===== src/tmaf_pkg.sv =====
// ----------------------------------------------------------------------------
// tmaf_pkg
// shared widths, reset values and control types of the trimmed moving
// average filter
// ----------------------------------------------------------------------------
package tmaf_pkg;

   localparam int MAX_WINDOW = 16;
   localparam int SAMPLE_W   = 16;
   localparam int LEN_W      = 5;
   localparam int IDX_W      = $clog2(MAX_WINDOW);
   localparam int SUM_W      = SAMPLE_W + IDX_W;
   localparam int DIV_W      = IDX_W;

   localparam logic [LEN_W-1:0] LEN_RESET = LEN_W'(8);
   localparam logic [LEN_W-1:0] LEN_MIN   = LEN_W'(3);
   localparam logic [LEN_W-1:0] LEN_MAX   = LEN_W'(MAX_WINDOW);

   typedef struct packed {
      logic             start;
      logic [SUM_W-1:0] dividend;
      logic [DIV_W-1:0] divisor;
   } div_req_type;

   typedef struct packed {
      logic busy;
      logic done;
   } div_stat_type;

endpackage


===== src/tmaf_div.sv =====
// ----------------------------------------------------------------------------
// tmaf_div
// restoring unsigned divider, one quotient bit per cycle
// ----------------------------------------------------------------------------
module tmaf_div (
   input  logic                           clock,
   input  logic                           reset,
   input  tmaf_pkg::div_req_type          req,
   output tmaf_pkg::div_stat_type         stat,
   output logic [tmaf_pkg::SAMPLE_W-1:0]  quotient
);

   localparam int CNT_W = $clog2(tmaf_pkg::SUM_W);
   localparam int REM_W = tmaf_pkg::DIV_W + 1;

   logic                       busy_ff, busy_in;
   logic                       done_ff, done_in;
   logic [CNT_W-1:0]           cnt_ff, cnt_in;
   logic [tmaf_pkg::SUM_W-1:0] dvd_ff, dvd_in;
   logic [tmaf_pkg::DIV_W-1:0] rem_ff, rem_in;
   logic [tmaf_pkg::DIV_W-1:0] dsr_ff, dsr_in;
   logic [REM_W-1:0]           trial;
   logic [REM_W-1:0]           diff;
   logic                       qbit;

   always_comb begin
      trial = {rem_ff, dvd_ff[tmaf_pkg::SUM_W-1]};
      qbit  = (trial >= {1'b0, dsr_ff});
      diff  = trial - {1'b0, dsr_ff};

      busy_in = busy_ff;
      done_in = 1'b0;
      cnt_in  = cnt_ff;
      dvd_in  = dvd_ff;
      rem_in  = rem_ff;
      dsr_in  = dsr_ff;

      if (busy_ff) begin
         dvd_in = {dvd_ff[tmaf_pkg::SUM_W-2:0], qbit};
         rem_in = qbit ? diff[tmaf_pkg::DIV_W-1:0] : trial[tmaf_pkg::DIV_W-1:0];
         cnt_in = cnt_ff - CNT_W'(1);
         if (cnt_ff == '0) begin
            busy_in = 1'b0;
            done_in = 1'b1;
         end
      end else if (req.start) begin
         busy_in = 1'b1;
         cnt_in  = CNT_W'(tmaf_pkg::SUM_W - 1);
         dvd_in  = req.dividend;
         rem_in  = '0;
         dsr_in  = req.divisor;
      end
   end

   always_ff @(posedge clock) begin
      if (reset) begin
         busy_ff <= 1'b0;
         done_ff <= 1'b0;
      end else begin
         busy_ff <= busy_in;
         done_ff <= done_in;
      end
      cnt_ff <= cnt_in;
      dvd_ff <= dvd_in;
      rem_ff <= rem_in;
      dsr_ff <= dsr_in;
   end

   assign stat.busy = busy_ff;
   assign stat.done = done_ff;
   assign quotient  = dvd_ff[tmaf_pkg::SAMPLE_W-1:0];

endmodule


===== src/trimmed_moving_average_filter_core.sv =====
// ----------------------------------------------------------------------------
// trimmed_moving_average_filter_core
// sliding window filter: drops one maximum and one minimum and returns the
// rounded mean of the remaining samples
// ----------------------------------------------------------------------------
// One sample is taken at a time. The history sits in a 16 x 16 bit memory
// with a registered read; each item scans the window newest-last through the
// single read port while shifting it one place through the write port, then
// a one-bit-per-cycle divider forms the mean. With n the clamped window
// length, an item runs through n - 1 reads, one drain, one write of the new
// sample, the division and one output step before the next sample is taken.
// The result waits in an output register, and the next sample is accepted
// once the new result has moved into that register; a result still held
// there delays that move. Entries that were never written read as zero, so
// no clearing pass follows reset.
// window_length is clamped to 3..16.
module trimmed_moving_average_filter_core (
   input  logic                           clock,
   input  logic                           reset,
   input  logic                           req_valid,
   output logic                           req_stall,
   input  logic [tmaf_pkg::SAMPLE_W-1:0]  req_sample,
   output logic                           rsp_valid,
   input  logic                           rsp_stall,
   output logic [tmaf_pkg::SAMPLE_W-1:0]  rsp_filtered,
   input  logic                           csr_valid,
   output logic                           csr_ready,
   input  logic [tmaf_pkg::LEN_W-1:0]     csr_window_length
);

   localparam logic [2:0] S_IDLE   = 3'd0;
   localparam logic [2:0] S_READ   = 3'd1;
   localparam logic [2:0] S_DRAIN  = 3'd2;
   localparam logic [2:0] S_WRITE0 = 3'd3;
   localparam logic [2:0] S_DIV    = 3'd4;
   localparam logic [2:0] S_OUT    = 3'd5;

   localparam int SW = tmaf_pkg::SAMPLE_W;
   localparam int IW = tmaf_pkg::IDX_W;
   localparam int UW = tmaf_pkg::SUM_W;

   logic [SW-1:0]                  mem [tmaf_pkg::MAX_WINDOW];
   logic [SW-1:0]                  memq_ff;

   logic [2:0]                     state_ff, state_in;
   logic [tmaf_pkg::LEN_W-1:0]     wl_ff, wl_in;
   logic [SW-1:0]                  fresh_ff, fresh_in;
   logic [IW-1:0]                  hist_ff, hist_in;
   logic [IW-1:0]                  ptr_ff, ptr_in;
   logic                           dv_ff, dv_in;
   logic [IW-1:0]                  didx_ff, didx_in;
   logic                           rvld_ff, rvld_in;
   logic [SW-1:0]                  hi_ff, hi_in;
   logic [SW-1:0]                  lo_ff, lo_in;
   logic [UW-1:0]                  total_ff, total_in;
   logic [tmaf_pkg::MAX_WINDOW-1:0] valid_ff, valid_in;
   logic                           rsp_valid_ff, rsp_valid_in;
   logic [SW-1:0]                  rsp_data_ff, rsp_data_in;

   logic [tmaf_pkg::LEN_W-1:0]     n_eff;
   logic [SW-1:0]                  v;
   logic                           we;
   logic [IW-1:0]                  wa;
   logic [SW-1:0]                  wd;
   logic                           rd_en;
   logic [IW-1:0]                  divisor;
   tmaf_pkg::div_req_type          div_req;
   tmaf_pkg::div_stat_type         div_stat;
   logic [SW-1:0]                  quotient;

   always_comb begin
      n_eff = wl_ff;
      if (wl_ff < tmaf_pkg::LEN_MIN) begin
         n_eff = tmaf_pkg::LEN_MIN;
      end else if (wl_ff > tmaf_pkg::LEN_MAX) begin
         n_eff = tmaf_pkg::LEN_MAX;
      end
   end

   assign v       = rvld_ff ? memq_ff : '0;
   assign divisor = hist_ff - IW'(1);
   assign rd_en   = (state_ff == S_READ);

   always_comb begin
      we = 1'b0;
      wa = '0;
      wd = fresh_ff;
      if (dv_ff && (didx_ff != divisor)) begin
         we = 1'b1;
         wa = didx_ff + IW'(1);
         wd = v;
      end else if (state_ff == S_WRITE0) begin
         we = 1'b1;
      end
   end

   always_comb begin
      div_req.start    = (state_ff == S_WRITE0);
      div_req.dividend = total_ff - UW'(hi_ff) - UW'(lo_ff) + UW'(divisor >> 1);
      div_req.divisor  = divisor;
   end

   always_comb begin
      state_in     = state_ff;
      wl_in        = wl_ff;
      fresh_in     = fresh_ff;
      hist_in      = hist_ff;
      ptr_in       = ptr_ff;
      dv_in        = 1'b0;
      didx_in      = didx_ff;
      rvld_in      = rvld_ff;
      hi_in        = hi_ff;
      lo_in        = lo_ff;
      total_in     = total_ff;
      valid_in     = valid_ff;
      rsp_valid_in = rsp_valid_ff;
      rsp_data_in  = rsp_data_ff;

      if (csr_valid) begin
         wl_in = csr_window_length;
      end

      if (rsp_valid_ff && !rsp_stall) begin
         rsp_valid_in = 1'b0;
      end

      if (we) begin
         valid_in[wa] = 1'b1;
      end

      // fold in the entry read last cycle
      if (dv_ff) begin
         hi_in    = (v > hi_ff) ? v : hi_ff;
         lo_in    = (v < lo_ff) ? v : lo_ff;
         total_in = total_ff + UW'(v);
      end

      case (state_ff)
         S_IDLE: begin
            if (req_valid) begin
               fresh_in = req_sample;
               hist_in  = IW'(n_eff - tmaf_pkg::LEN_W'(1));
               ptr_in   = IW'(n_eff - tmaf_pkg::LEN_W'(2));
               hi_in    = req_sample;
               lo_in    = req_sample;
               total_in = UW'(req_sample);
               state_in = S_READ;
            end
         end
         S_READ: begin
            dv_in   = 1'b1;
            didx_in = ptr_ff;
            rvld_in = valid_ff[ptr_ff];
            if (ptr_ff == '0) begin
               state_in = S_DRAIN;
            end else begin
               ptr_in = ptr_ff - IW'(1);
            end
         end
         S_DRAIN: begin
            state_in = S_WRITE0;
         end
         S_WRITE0: begin
            state_in = S_DIV;
         end
         S_DIV: begin
            if (div_stat.done) begin
               state_in = S_OUT;
            end
         end
         S_OUT: begin
            if (!rsp_valid_ff || !rsp_stall) begin
               rsp_valid_in = 1'b1;
               rsp_data_in  = quotient;
               state_in     = S_IDLE;
            end
         end
         default: begin
            state_in = S_IDLE;
         end
      endcase
   end

   always_ff @(posedge clock) begin
      if (reset) begin
         state_ff     <= S_IDLE;
         wl_ff        <= tmaf_pkg::LEN_RESET;
         dv_ff        <= 1'b0;
         valid_ff     <= '0;
         rsp_valid_ff <= 1'b0;
      end else begin
         state_ff     <= state_in;
         wl_ff        <= wl_in;
         dv_ff        <= dv_in;
         valid_ff     <= valid_in;
         rsp_valid_ff <= rsp_valid_in;
      end
      fresh_ff    <= fresh_in;
      hist_ff     <= hist_in;
      ptr_ff      <= ptr_in;
      didx_ff     <= didx_in;
      rvld_ff     <= rvld_in;
      hi_ff       <= hi_in;
      lo_ff       <= lo_in;
      total_ff    <= total_in;
      rsp_data_ff <= rsp_data_in;
   end

   // window memory
   always_ff @(posedge clock) begin
      if (we) begin
         mem[wa] <= wd;
      end
      if (rd_en) begin
         memq_ff <= mem[ptr_ff];
      end
   end

   tmaf_div u_div (
      .clock    (clock),
      .reset    (reset),
      .req      (div_req),
      .stat     (div_stat),
      .quotient (quotient)
   );

   assign req_stall    = (state_ff != S_IDLE);
   assign rsp_valid    = rsp_valid_ff;
   assign rsp_filtered = rsp_data_ff;
   assign csr_ready    = 1'b1;

`ifndef NO_ASSERTIONS
   a_shift_in_window: assert property (@(posedge clock) disable iff (reset)
      (we && (state_ff != S_WRITE0)) |-> (wa < hist_ff))
      else $error("window shift writes beyond the active history");

   a_div_idle_on_start: assert property (@(posedge clock) disable iff (reset)
      div_req.start |-> !div_stat.busy)
      else $error("divider started while busy");

   a_rsp_from_out: assert property (@(posedge clock) disable iff (reset)
      $rose(rsp_valid_ff) |-> ($past(state_ff) == S_OUT))
      else $error("result item raised outside the output step");

   a_no_read_while_fold_write0: assert property (@(posedge clock) disable iff (reset)
      (state_ff == S_WRITE0) |-> !dv_ff)
      else $error("entry zero write collides with a shift write");
`endif

endmodule


===== config.mk =====
export PLATFORM = sky130hd
export DESIGN_NAME = trimmed_moving_average_filter_core
export DESIGN_NICKNAME = d
export VERILOG_FILES = /design/src/tmaf_pkg.sv /design/src/tmaf_div.sv /design/src/trimmed_moving_average_filter_core.sv
export SDC_FILE = /design/constraint.sdc
export NUM_CORES = 1
export LEC_CHECK = 0
export BUFFER_PORTS_ARGS = -buffer_cell sky130_fd_sc_hd__buf_4
export CAP_MARGIN = 5
export CELL_PAD_IN_SITES_DETAIL_PLACEMENT = 2
export CELL_PAD_IN_SITES_GLOBAL_PLACEMENT = 2
export CORE_MARGIN = 4
export CORE_UTILIZATION = 40
export DETAILED_ROUTE_END_ITERATION = 12
export PLACE_DENSITY_LB_ADDON = 0.1
export SYNTH_ARGS = -nofsm -noshare
export SYNTH_HDL_FRONTEND = slang
export SYNTH_HIERARCHICAL = 1
export SYNTH_SLANG_ARGS = --single-unit

===== constraint.sdc =====
create_clock -name clock -period 5.4 [get_ports clock]
set_clock_uncertainty 0.05 [all_clocks]
set_input_delay 1.08 -clock clock [delete_from_list [all_inputs] [get_ports clock]]
set_output_delay 1.08 -clock clock [all_outputs]
set_load 0.02 [all_outputs]

==> results.md <==
* Synth warnings at 6
* Fin. max-slew vios at 0
* Worst-skew pair later-pin latency at 0.61 ns
* RSZ-0062 raised after global routing: no
* Data required, critical path at 5.66 ns
* Largest Register: mem
* Placement Setup Slack at 1.24 ns
* Hpwl dp at 38600 um
* Sink Count at 430
* Initial Utilization at 40.8%
* CP top delay family: adder cells
* P_leak at 8.76 nW
* CP endpoint kind: flop
* CTS root buf: clkbuf_16
* Via count of the first global-routing pass at 14200
* Tot Pwr at 11.3 mW
* Largest net degree at the start of global routing at 65
* Worst path bufs/invs at 1
* Fmax at 0.238 GHz
* # IOs at 45
* Via count at 12600
* Crit-path max FO at 3
* Starting DRT DRC Count at 673
* Post-route minimum period at 4.19 ns
* Die area at 55100 um2
* Status: finished, final reports clean
* Chip Height at 235 um
* Clock transition at path regs at 0.06 ns
* TritonCTS clock tree: yes
* CP Cell Sequence: inv_1 > fa_1 > fa_1 > ha_1 > fa_1 > a211oi_1 > o21ai_1 > a31oi_1 > o41ai_1 > a311oi_1 > xnor2_1 > mux2_1
* Slew @ Worst Pin at 1.16 ns
* Fillers at 4881
* Placer Congestion at 0.813
* Tcrit/Tclk final at 77.7%
* Post-synthesis cell count at 1496
* Core area at 50500 um2
* CP peak stage delay at 0.56 ns
* Postcts setup bufs at 0
* Final Util at 46.5%
* Startpoint types: flop
* Worst Setup Slack, final at 1.21 ns
* Post-CTS Resized at 0
* Num CTS Buffers at 50
* Fin. Hold Viols at 0
* H-tree depth at 2
* Final TNS setup at 0 ns
* Final ANT Viol Nets at 0
* Maximum Capacitance Violations at 0
* Synthesized area at 20600 um2
* Largest regs: mem (256), total_ff (20), u_div/dvd_ff (20)
* Max reg flops at 256
* Max-slew headroom at 22.5%
* Longest Clk Path Bufs at 3
* Initial antenna violation count at 0
* N_diodes at 0
* Share of layout cells above drive strength 1 at 18.5%
* Die Width at 235 um
* Placed cell areas at 21700 um2
* Crit-path most repeated cell: fa_1
* Slowest CP cell: fa_1
* Input/output buffers at 43
* Maximum VDD drop at 0.285 mV
* Mean area per synthesized cell at 13.8 um2
* Final net count at 1693
* CTS Hold Bufs at 0
* Non-Filler Instances at 2267
* Total gr overflow at 0
* PwrDens at 479 nW/um2
* Post-DR vias/cell at 5.54
* Tot GR Track Use at 20.5%
* Total routed wirelength at 56800 um
* Hold WC Path Type: reg2reg
* Finished Cell Area at 23500 um2
* WL/cell at 25.1 um
* Crit Path Category: reg2reg
* DRC viols at 0
* Min Hold Slack at 0.393 ns
* Worst EP arrival at 4.46 ns
* Placed Instances at 2173
* Initial DRT Pass Iterations at 5
* Area Growth Syn to Fin at 14.1%
* Final Setup Violations at 0
* Syn nets at 1636
* First-pass GRT wire length at 88100 um
* FP Rows at 82
-- layout make-up --
cell class	count	area (um2)	share of cell area (%)
Timing Repair Buffer	85	663	2.82
Multi-Input combinational cell	866	7660	32.6
Clock buffer	54	1270	5.39
Inverter	120	450	1.92
Clock inverter	40	494	2.10
Sequential cell	430	12100	51.6
Tap cell	672	841	3.58
-- report_power, final --
part / switching (mW) / internal [mW]
logic: 2.00 / 1.58
registers: 0.168 / 3.93
clock network: 1.43 / 2.15
-- per-layer routing --
layer / wire [um] / part of all wire, % / vias up / track usage [%]
met3: 1510 / 2.7 / 76 / 2.39
li1: - / - / 5739 / -
met1: 24800 / 44 / 6577 / 26.7
met4: 1310 / 2.3 / 0 / 5.28
met2: 29200 / 51 / 160 / 36.6
met5: 0 / 0 / - / 0
-- worst paths after layout --
kind,from,endpoint,slack (ns),cells after the start
setup / recovery,hi_ff[0],u_div/dvd_ff[18],1.21,12
hold / removal,u_div/dvd_ff[3],rsp_filtered[3],0.39,0
setup reg to reg,hi_ff[0],u_div/dvd_ff[18],1.21,12
hold reg to reg,u_div/dvd_ff[3],rsp_filtered[3],0.39,0
-- placed cells by master (no fill, tap or decap), types with 14 or more instances in the layout --
cell       count
edfxtp_1     350
inv_1        119
nand2_1       95
ha_1          93
mux4_2        85
nor2_1        84
buf_4         83
dfxtp_1       80
a21oi_1       54
o21ai_0       50
clkbuf_16     50
nand3_1       31
nor3_1        26
nand2b_1      22
mux2i_1       21
fa_1          21
xnor2_1       20
a31oi_1       20
xor2_1        19
a211oi_1      17
mux2_2        17
a21o_1        15
o31ai_1       15
o21a_1        14
Note: power is estimated with default switching activity, not from simulation.
